[config.mk]
export PLATFORM = sky130hd
export DESIGN_NAME = periodic_task_dispatcher_core
export DESIGN_NICKNAME = d
export VERILOG_FILES = /design/src/hdl/pdisp_pkg.sv /design/src/hdl/pdisp_cell.sv /design/src/hdl/periodic_task_dispatcher_core.sv
export SDC_FILE = /design/constraint.sdc
export NUM_CORES = 2
export LEC_CHECK = 0
export BUFFER_PORTS_ARGS = -buffer_cell sky130_fd_sc_hd__buf_2
export CORE_AREA = 3 3 298 300
export DETAILED_ROUTE_END_ITERATION = 16
export DIE_AREA = 0 0 301 303
export PLACE_DENSITY = 0.74
export SLEW_MARGIN = 20
export SYNTH_ARGS = -nofsm -noshare
export SYNTH_HDL_FRONTEND = slang
export SYNTH_SLANG_ARGS = --single-unit
[constraint.sdc]
create_clock -name aclk -period 15 [get_ports aclk]
set_clock_uncertainty 0.2 [all_clocks]
set_input_delay 2.25 -clock aclk [delete_from_list [all_inputs] [get_ports aclk]]
set_output_delay 2.25 -clock aclk [all_outputs]
set_load 0.01 [all_outputs]
[src/hdl/pdisp_pkg.sv]
// ----------------------------------------------------------------------------
// pdisp_pkg
// Shared types and codes for the periodic task dispatcher.
// ----------------------------------------------------------------------------
package pdisp_pkg;

    localparam int OP_W      = 2;
    localparam int KEY_W     = 8;
    localparam int PERIOD_W  = 32;

    typedef enum logic [OP_W-1:0] {
        OP_TICK     = 2'd0,
        OP_ARRANGE  = 2'd1,
        OP_DISMISS  = 2'd2,
        OP_RESTART  = 2'd3
    } op_t;

    // Per-cycle command broadcast to every cell of the table
    typedef enum logic [2:0] {
        CELL_HOLD,
        CELL_ROTATE,
        CELL_ARRANGE,
        CELL_DISMISS,
        CELL_RESTART
    } cell_cmd_t;

    typedef struct packed {
        cell_cmd_t             cmd;
        logic                  append;   // arrange found no match: load at tail
        logic [PERIOD_W-1:0]   period;
    } cell_ctl_t;

    typedef struct packed {
        logic [OP_W-1:0]       operation;
        logic [KEY_W-1:0]      task_key;
        logic [PERIOD_W-1:0]   period;
    } in_t;

    typedef struct packed {
        logic [KEY_W-1:0]      fired_key;
        logic                  fired;
        logic                  answer;
        logic                  full_res;
        logic                  last;
    } out_t;

endpackage

[src/hdl/pdisp_cell.sv]
// ----------------------------------------------------------------------------
// pdisp_cell
// One table entry: key, interval and last run. Loads from its right-hand
// neighbor on rotate and on the shift-up after a removal.
// ----------------------------------------------------------------------------
module pdisp_cell #(
    parameter int IDX      = 0,
    parameter int KEY_BITS = 8,
    parameter int CNT_W    = 5
) (
    input  logic                              aclk,
    input  pdisp_pkg::cell_ctl_t              ctl,
    input  logic [KEY_BITS-1:0]               key_in,
    input  logic [CNT_W-1:0]                  count,
    input  logic [KEY_BITS-1:0]               nb_key,
    input  logic [pdisp_pkg::PERIOD_W-1:0]    nb_period,
    input  logic [pdisp_pkg::PERIOD_W-1:0]    nb_last,
    input  logic                              shift_in,
    output logic                              shift_out,
    output logic                              match,
    output logic [KEY_BITS-1:0]               key,
    output logic [pdisp_pkg::PERIOD_W-1:0]    period,
    output logic [pdisp_pkg::PERIOD_W-1:0]    last_run
);

    logic [KEY_BITS-1:0]            key_reg;
    logic [pdisp_pkg::PERIOD_W-1:0] period_reg;
    logic [pdisp_pkg::PERIOD_W-1:0] last_reg;
    logic                           live;
    logic                           at_tail;

    assign live      = CNT_W'(IDX) < count;
    assign at_tail   = CNT_W'(IDX) == count;
    assign match     = live && (key_reg == key_in);
    assign shift_out = shift_in || match;

    assign key      = key_reg;
    assign period   = period_reg;
    assign last_run = last_reg;

    always_ff @(posedge aclk) begin
        case (ctl.cmd)
            pdisp_pkg::CELL_ROTATE: begin
                key_reg    <= nb_key;
                period_reg <= nb_period;
                last_reg   <= nb_last;
            end
            pdisp_pkg::CELL_ARRANGE: begin
                if (match) begin
                    period_reg <= ctl.period;
                end else if (ctl.append && at_tail) begin
                    key_reg    <= key_in;
                    period_reg <= ctl.period;
                    last_reg   <= '0;
                end
            end
            pdisp_pkg::CELL_DISMISS: begin
                if (shift_out) begin
                    key_reg    <= nb_key;
                    period_reg <= nb_period;
                    last_reg   <= nb_last;
                end
            end
            pdisp_pkg::CELL_RESTART: begin
                last_reg <= '0;
            end
            default: begin
            end
        endcase
    end

endmodule

[src/hdl/periodic_task_dispatcher_core.sv]
// ----------------------------------------------------------------------------
// periodic_task_dispatcher_core
// Cooperative periodic scheduler: tick counter plus an ordered ring of
// task cells that rotates past one shared elapsed-time comparator.
// ----------------------------------------------------------------------------
//   channel  | dir | handshake          | payload
//   s_       | in  | s_valid / s_ready  | pdisp_pkg::in_t  (operation, key, period)
//   m_       | out | m_valid / m_ready  | pdisp_pkg::out_t (one per fire or answer)
//
// Arrange, dismiss and restart finish at acceptance: one result next cycle.
// A tick rotates the whole ring once, one cell per cycle past the head
// comparator unless stalled, then passes through a flush state.
// A fire is held in a pending register so the final one can carry last.
// aresetn clears the counter, entry count and control; cell contents are
// don't-care until written. The rotation stalls only when a new fire meets
// an earlier fire result still waiting on m_ready; the flush waits likewise.
// ----------------------------------------------------------------------------
module periodic_task_dispatcher_core #(
    parameter int MAX_TASKS = 16,
    parameter int KEY_BITS  = 8
) (
    input  logic              aclk,
    input  logic              aresetn,
    input  logic              s_valid,
    output logic              s_ready,
    input  pdisp_pkg::in_t    s_data,
    output logic              m_valid,
    input  logic              m_ready,
    output pdisp_pkg::out_t   m_data
);

    localparam int CNT_W   = $clog2(MAX_TASKS + 1);
    localparam int STEP_W  = (MAX_TASKS > 1) ? $clog2(MAX_TASKS) : 1;
    localparam int KEY_EXT = (KEY_BITS > pdisp_pkg::KEY_W) ? KEY_BITS : pdisp_pkg::KEY_W;
    localparam int PW      = pdisp_pkg::PERIOD_W;

    typedef enum logic [1:0] {
        ST_IDLE,
        ST_SCAN,
        ST_FLUSH
    } state_t;

    state_t                     state_reg;
    logic [PW-1:0]              tick_reg;
    logic [CNT_W-1:0]           count_reg;
    logic [STEP_W-1:0]          step_reg;
    logic                       pend_valid_reg;
    logic [pdisp_pkg::KEY_W-1:0] pend_key_reg;
    logic                       m_valid_reg;
    pdisp_pkg::out_t            m_data_reg;
    logic                       m_valid_next;
    pdisp_pkg::out_t            m_data_next;

    logic [KEY_BITS-1:0]        c_key    [MAX_TASKS];
    logic [PW-1:0]              c_period [MAX_TASKS];
    logic [PW-1:0]              c_last   [MAX_TASKS];
    logic [MAX_TASKS-1:0]       c_match;
    logic [MAX_TASKS:0]         shift_chain;

    pdisp_pkg::cell_ctl_t       ctl;
    logic                       out_free;
    logic                       s_fire;
    logic [KEY_EXT-1:0]         key_ext;
    logic [KEY_BITS-1:0]        key_in;
    logic [KEY_EXT-1:0]         head_key_ext;
    logic                       found;
    logic                       full;
    logic                       step_live;
    logic [PW-1:0]              elapsed;
    logic                       head_fire;
    logic                       stall;
    logic                       rot;
    logic                       last_step;

    assign out_free  = !m_valid_reg || m_ready;
    assign s_ready   = (state_reg == ST_IDLE) && out_free;
    assign s_fire    = s_valid && s_ready;
    assign m_valid   = m_valid_reg;
    assign m_data    = m_data_reg;

    assign key_ext      = KEY_EXT'(s_data.task_key);
    assign key_in       = key_ext[KEY_BITS-1:0];
    assign head_key_ext = KEY_EXT'(c_key[0]);

    assign found = |c_match;
    assign full  = count_reg == CNT_W'(MAX_TASKS);

    // head comparator: wrapped elapsed ticks against the interval
    assign step_live = CNT_W'(step_reg) < count_reg;
    assign elapsed   = tick_reg - c_last[0];
    assign head_fire = (state_reg == ST_SCAN) && step_live && (elapsed >= c_period[0]);
    assign stall     = head_fire && pend_valid_reg && !out_free;
    assign rot       = (state_reg == ST_SCAN) && !stall;
    assign last_step = step_reg == STEP_W'(MAX_TASKS - 1);

    always_comb begin
        ctl.cmd    = pdisp_pkg::CELL_HOLD;
        ctl.append = !found;
        ctl.period = s_data.period;
        if (rot) begin
            ctl.cmd = pdisp_pkg::CELL_ROTATE;
        end else if (s_fire) begin
            case (pdisp_pkg::op_t'(s_data.operation))
                pdisp_pkg::OP_ARRANGE: ctl.cmd = pdisp_pkg::CELL_ARRANGE;
                pdisp_pkg::OP_DISMISS: ctl.cmd = pdisp_pkg::CELL_DISMISS;
                pdisp_pkg::OP_RESTART: ctl.cmd = pdisp_pkg::CELL_RESTART;
                default:               ctl.cmd = pdisp_pkg::CELL_HOLD;
            endcase
        end
    end

    assign shift_chain[0] = 1'b0;

    genvar gi;
    generate
        for (gi = 0; gi < MAX_TASKS; gi++) begin : g_cell
            logic [KEY_BITS-1:0] nb_key;
            logic [PW-1:0]       nb_period;
            logic [PW-1:0]       nb_last;

            if (gi < MAX_TASKS - 1) begin : g_mid
                assign nb_key    = c_key[gi+1];
                assign nb_period = c_period[gi+1];
                assign nb_last   = c_last[gi+1];
            end else begin : g_tail
                // head wraps to the tail, stamped when it fired
                assign nb_key    = c_key[0];
                assign nb_period = c_period[0];
                assign nb_last   = head_fire ? tick_reg : c_last[0];
            end

            pdisp_cell #(
                .IDX      (gi),
                .KEY_BITS (KEY_BITS),
                .CNT_W    (CNT_W)
            ) u_cell (
                .aclk      (aclk),
                .ctl       (ctl),
                .key_in    (key_in),
                .count     (count_reg),
                .nb_key    (nb_key),
                .nb_period (nb_period),
                .nb_last   (nb_last),
                .shift_in  (shift_chain[gi]),
                .shift_out (shift_chain[gi+1]),
                .match     (c_match[gi]),
                .key       (c_key[gi]),
                .period    (c_period[gi]),
                .last_run  (c_last[gi])
            );
        end
    endgenerate

    // result register next value
    always_comb begin
        m_valid_next = m_valid_reg && !m_ready;
        m_data_next  = m_data_reg;
        case (state_reg)
            ST_IDLE: begin
                if (s_fire) begin
                    m_data_next = '0;
                    case (pdisp_pkg::op_t'(s_data.operation))
                        pdisp_pkg::OP_TICK: begin
                        end
                        pdisp_pkg::OP_ARRANGE: begin
                            m_valid_next     = 1'b1;
                            m_data_next.last = 1'b1;
                            if (found) begin
                                m_data_next.answer = 1'b1;
                            end else if (full) begin
                                m_data_next.full_res = 1'b1;
                            end else begin
                                m_data_next.answer = count_reg == '0;
                            end
                        end
                        pdisp_pkg::OP_DISMISS: begin
                            m_valid_next       = 1'b1;
                            m_data_next.last   = 1'b1;
                            m_data_next.answer = found;
                        end
                        default: begin
                            m_valid_next     = 1'b1;
                            m_data_next.last = 1'b1;
                        end
                    endcase
                end
            end
            ST_SCAN: begin
                if (rot && head_fire && pend_valid_reg) begin
                    m_valid_next = 1'b1;
                    m_data_next  = '{fired_key: pend_key_reg, fired: 1'b1,
                                     answer: 1'b0, full_res: 1'b0, last: 1'b0};
                end
            end
            ST_FLUSH: begin
                if (out_free) begin
                    m_valid_next = 1'b1;
                    if (pend_valid_reg) begin
                        m_data_next = '{fired_key: pend_key_reg, fired: 1'b1,
                                        answer: 1'b0, full_res: 1'b0, last: 1'b1};
                    end else begin
                        m_data_next = '{fired_key: '0, fired: 1'b0,
                                        answer: 1'b0, full_res: 1'b0, last: 1'b1};
                    end
                end
            end
            default: begin
            end
        endcase
    end

    always_ff @(posedge aclk) begin
        if (!aresetn) begin
            state_reg      <= ST_IDLE;
            tick_reg       <= '0;
            count_reg      <= '0;
            step_reg       <= '0;
            pend_valid_reg <= 1'b0;
            m_valid_reg    <= 1'b0;
        end else begin
            m_valid_reg <= m_valid_next;
            m_data_reg  <= m_data_next;
            case (state_reg)
                ST_IDLE: begin
                    if (s_fire) begin
                        case (pdisp_pkg::op_t'(s_data.operation))
                            pdisp_pkg::OP_TICK: begin
                                tick_reg       <= tick_reg + 1'b1;
                                step_reg       <= '0;
                                pend_valid_reg <= 1'b0;
                                state_reg      <= ST_SCAN;
                            end
                            pdisp_pkg::OP_ARRANGE: begin
                                if (!found && !full) begin
                                    count_reg <= count_reg + 1'b1;
                                end
                            end
                            pdisp_pkg::OP_DISMISS: begin
                                if (found) begin
                                    count_reg <= count_reg - 1'b1;
                                end
                            end
                            default: begin
                                tick_reg <= '0;
                            end
                        endcase
                    end
                end
                ST_SCAN: begin
                    if (rot) begin
                        if (head_fire) begin
                            pend_valid_reg <= 1'b1;
                            pend_key_reg   <= head_key_ext[pdisp_pkg::KEY_W-1:0];
                        end
                        step_reg <= step_reg + 1'b1;
                        if (last_step) begin
                            state_reg <= ST_FLUSH;
                        end
                    end
                end
                ST_FLUSH: begin
                    if (out_free) begin
                        pend_valid_reg <= 1'b0;
                        state_reg      <= ST_IDLE;
                    end
                end
                default: begin
                    state_reg <= ST_IDLE;
                end
            endcase
        end
    end

endmodule

==> flow_summary.yaml <==
cells_and_area:
  layout.area.seq_sq_mm: 0.0361
  area_delta_synth_final_pct: 10.2
  n_antenna_cell: 0
  post_route_cells_drive_above_1_share_pct: 7.77
  postLayoutCellArea_sq_mm: 0.0569
  filler_free_cell_count_of_the_finished_design: 5506
  fin_util_pct: 65.8
  n_fill_cell: 6228
  multi_input_area_sq_mm: 0.0146
  final_net_count: 4376
route:
  drt-pass1-iter-count: 7
  detailedRoute.firstIterationViolations: 3694
  top_signal_layer_used: "met5"
  met3_wirelength_mm: 8.70
  met1_length_mm: 47.2
  vias: 31000
  drtAntennaViolNets: 0
  vias_per_cell: 5.62
  drt_wl_total_mm: 110
  per_cell_routed_wire_length_um: 19.9
  drc: 0
  met2RoutedLength_mm: 50.3
synth:
  async_flop_share_pct: 0
  synth-edff-count: 1172
  synthFlopType: "sky130_fd_sc_hd__edfxtp_1"
  syn_avg_cell_area_sq_um: 12.2
  synth.ff_latch_count: 1217
  netlist_area_before_placement_sq_mm: 0.0516
  synth_cell_type_count: 72
  sequential_cell_area_fraction_in_the_yosys_report_pct: 69.9
  yosysWarningCount: 0
  synth_nets: 4364
  synthesis.instances: 4236
placed_design:
  place.detailed.instances: 5283
  hpwlAfterDp_mm: 65.6
  place.gp.congestion: 0.923
  port_buffers: 59
  detailed_place.area_sq_mm: 0.0532
hold_path:
  beginning_of_the_worst_hold_path: "g_cell[12].u_cell.last_run[31]"
  hold-path-endpoint: "g_cell[11].u_cell.last_run[31]"
  worst_hold_path_type: "flop to flop"
  hold_path_depth: 1
global_route:
  antenna_found_initial: 2
  grt_max_degree: 259
  grtUsageTotal_pct: 24.2
  first_pass_grt_wire_length_mm: 170
  overflow: 0
  vias_in_the_first_global_route: 29900
floorplanning:
  io_pins: 60
  fp.dieW_um: 301
  design.core.area_sq_mm: 0.0865
  initial_standard_cell_utilization_of_the_core_pct: 59.7
  die_area_sq_mm: 0.0912
  die_height_um: 303
  row_count: 108
clocking:
  clk-insertion-delay-late_ns: 0.72
  root_buffer: "sky130_fd_sc_hd__clkbuf_16"
  post_cts_hold_buffer_count: 0
  postCtsResizedCells: 0
  clock-sinks: 1217
  htree_num_levels: 3
  number_of_buffers_created_by_cts: 118
  max-clock-path-buffers: 3
  cts_tree: "done"
  post-cts-setup-buffers: 0
  cts.clk_slew.worst_paths_ns: 0.06
timing:
  final-hold-violation-count: 0
  worst_slew_margin_rel_pct: 20.1
  fin_tns_setup_ns: 0
  timing.fmax_mhz: 144
  grt_setup_unrepaired: "false"
  period_needed_ns: 6.94
  tightest_slew_ns: 1.19
  final_max_slew_viol_count: 0
  final.period_utilization_pct: 46.3
  final-setup-viol-count: 0
critical_path:
  worstPathRequired_ns: 15.17
  crit_path_end_kind: "flop"
  r2r_end: "g_cell[4].u_cell.period[17]"
  worst_r2r_src: "tick_reg[0]"
  r2r_cells: 23
  critPathLaunchType: "flop"
  rrSetupSlack_ns: 8.06
  timing.critical_path.fanout_max: 32
  cp.arrival_ns: 7.11
  path_class: "flop to flop"
power_and_ir_drop:
  pwr_density_cell_mw_per_mm2: 230
  ir_worst_vdd_v: 0.000172
  leakage_uw: 0.0232
outcome:
  status: "completed"
flow_run:
  timing.max_cap.violations: 0
==> layout by cell type (no fill, tap or decap), types with 20 or more instances in the layout <==
cell type and n:
sky130_fd_sc_hd__clkinv_1 30, sky130_fd_sc_hd__dfxtp_1 45, sky130_fd_sc_hd__nor3_1 20, sky130_fd_sc_hd__nor2b_1 493, sky130_fd_sc_hd__nor2_1 153, sky130_fd_sc_hd__xor2_1 81, sky130_fd_sc_hd__inv_1 84, sky130_fd_sc_hd__buf_2 59
sky130_fd_sc_hd__a21o_1 29, sky130_fd_sc_hd__clkinv_2 25, sky130_fd_sc_hd__ha_1 81, sky130_fd_sc_hd__clkbuf_1 26, sky130_fd_sc_hd__clkbuf_16 121, sky130_fd_sc_hd__buf_4 46, sky130_fd_sc_hd__nand4_1 33, sky130_fd_sc_hd__o21ai_0 63
sky130_fd_sc_hd__nand3_1 32, sky130_fd_sc_hd__edfxtp_1 1172, sky130_fd_sc_hd__xnor2_1 103, sky130_fd_sc_hd__nand2_1 1321, sky130_fd_sc_hd__a21oi_1 84
==> critical path: stages, from the launching register on <==
cell and delay, ns:
sky130_fd_sc_hd__dfxtp_1 0.37, sky130_fd_sc_hd__inv_1 0.08, sky130_fd_sc_hd__ha_1 0.16, sky130_fd_sc_hd__inv_1 0.06, sky130_fd_sc_hd__fa_1 0.42, sky130_fd_sc_hd__a211oi_1 0.36, sky130_fd_sc_hd__o211ai_1 0.18, sky130_fd_sc_hd__nand3_1 0.17
sky130_fd_sc_hd__o211ai_1 0.18, sky130_fd_sc_hd__a31oi_1 0.45, sky130_fd_sc_hd__o21ai_0 0.27, sky130_fd_sc_hd__a21oi_1 0.27, sky130_fd_sc_hd__mux2i_1 0.22, sky130_fd_sc_hd__o211ai_1 0.11, sky130_fd_sc_hd__ha_1 0.32, sky130_fd_sc_hd__nand4_1 0.12
sky130_fd_sc_hd__or4_1 0.45, sky130_fd_sc_hd__a2111o_1 0.40, sky130_fd_sc_hd__o311a_1 0.14, sky130_fd_sc_hd__o211a_1 0.27, sky130_fd_sc_hd__a21o_1 0.31, sky130_fd_sc_hd__nor2_4 0.62, sky130_fd_sc_hd__nor3_2 0.09, sky130_fd_sc_hd__buf_4 0.34
==> cell usage after synthesis (4+ instances only) <==
library cell               count  area share (%)
sky130_fd_sc_hd__a21o_1       29            0.42
sky130_fd_sc_hd__and2_1       10            0.12
sky130_fd_sc_hd__a21oi_1      93            0.90
sky130_fd_sc_hd__mux2i_1       7            0.14
sky130_fd_sc_hd__nand2b_1     10            0.12
sky130_fd_sc_hd__o211ai_1      5           0.073
sky130_fd_sc_hd__dfxtp_1      45             1.7
sky130_fd_sc_hd__a211o_1       4           0.068
sky130_fd_sc_hd__nor3b_1       7            0.10
sky130_fd_sc_hd__xnor2_1     103             1.7
sky130_fd_sc_hd__buf_4         9            0.13
sky130_fd_sc_hd__inv_1        84            0.61
sky130_fd_sc_hd__nor3_1       27            0.26
sky130_fd_sc_hd__nand4_1      33            0.40
sky130_fd_sc_hd__nor2b_1     493             6.0
sky130_fd_sc_hd__a31oi_1      13            0.16
sky130_fd_sc_hd__buf_2        25            0.24
sky130_fd_sc_hd__o21ai_0      63            0.61
sky130_fd_sc_hd__nor4_1       15            0.18
sky130_fd_sc_hd__or2_2         4           0.048
sky130_fd_sc_hd__o31ai_1       5           0.073
sky130_fd_sc_hd__nand2_1    1321             9.6
sky130_fd_sc_hd__xor2_1       81             1.4
sky130_fd_sc_hd__o21a_1       10            0.15
sky130_fd_sc_hd__nand3_1      32            0.31
sky130_fd_sc_hd__a211oi_1     16            0.23
sky130_fd_sc_hd__or3_1        12            0.15
sky130_fd_sc_hd__o211a_1       5           0.097
sky130_fd_sc_hd__clkbuf_1    177             1.3
sky130_fd_sc_hd__buf_6         4           0.087
sky130_fd_sc_hd__and3_1       15            0.18
sky130_fd_sc_hd__edfxtp_1   1172              68
sky130_fd_sc_hd__a31o_2        7            0.12
sky130_fd_sc_hd__ha_1         81             2.0
sky130_fd_sc_hd__nor2_1      164             1.2
==> cell type report <==
type / count / share of cell area (%)
Multi-Input combinational cell: 2718 / 25.7
Tap cell: 1155 / 2.54
Clock buffer: 147 / 5.49
Timing Repair Buffer: 108 / 1.22
Clock inverter: 76 / 1.14
Sequential cell: 1217 / 63.4
Inverter: 85 / 0.560
==> logic make-up (layout without fill, tap and decap cells) <==
logic type,Yosys count,in the layout,share of synthesized area (%)
simple gates,2164,2164,19.1
mux,7,7,0.136
flops,1217,1217,69.9
xor+xnor,184,184,3.12
fa+ha+maj,82,82,2.00
buf+inv,301,416,2.37
compound gates,281,281,3.43
==> routing by layer <==
layer	global-route usage (%)	vias up
met5	0	-
met4	8.13	2
met3	4.35	222
met2	37.4	1129
met1	35.1	15200
li1	-	14500
==> through the flow <==
step                      power (uW)  hold WS (ns)  worst slack, ns
final                          13100         0.299             8.06
after floorplan                 8970         0.271             7.65
after detailed placement       10200         0.298             8.20
after global routing           13800         0.309             7.76
after CTS                      13200         0.293             8.22
after global placement         10100         0.294             8.05
==> report_power, final <==
group	total (uW)	switching [uW]	internal [uW]
clock	2900	1270	1630
combinational	3420	2320	1100
sequential	6760	510	6250
total	13100	4100	8990
==> worst max-delay path by stage <==
| stage | startpoint | to | slack [ns] | depth (start not counted) |
|---|---|---|---|---|
| 2_1_floorplan | tick_reg[13] | g_cell[5].u_cell.last_run[0] | 7.65 | 20 |
| 3_3_place_gp | tick_reg[0] | g_cell[14].u_cell.key[3] | 8.05 | 22 |
| 3_5_place_dp | m_ready | g_cell[11].u_cell.period[12] | 8.20 | 11 |
| 4_1_cts | tick_reg[0] | g_cell[12].u_cell.last_run[17] | 8.22 | 23 |
| 5_1_grt | tick_reg[0] | g_cell[9].u_cell.last_run[17] | 7.76 | 23 |
| 6_report | tick_reg[0] | g_cell[4].u_cell.period[17] | 8.06 | 23 |
No activity file was read; power rests on OpenSTA's default activity.
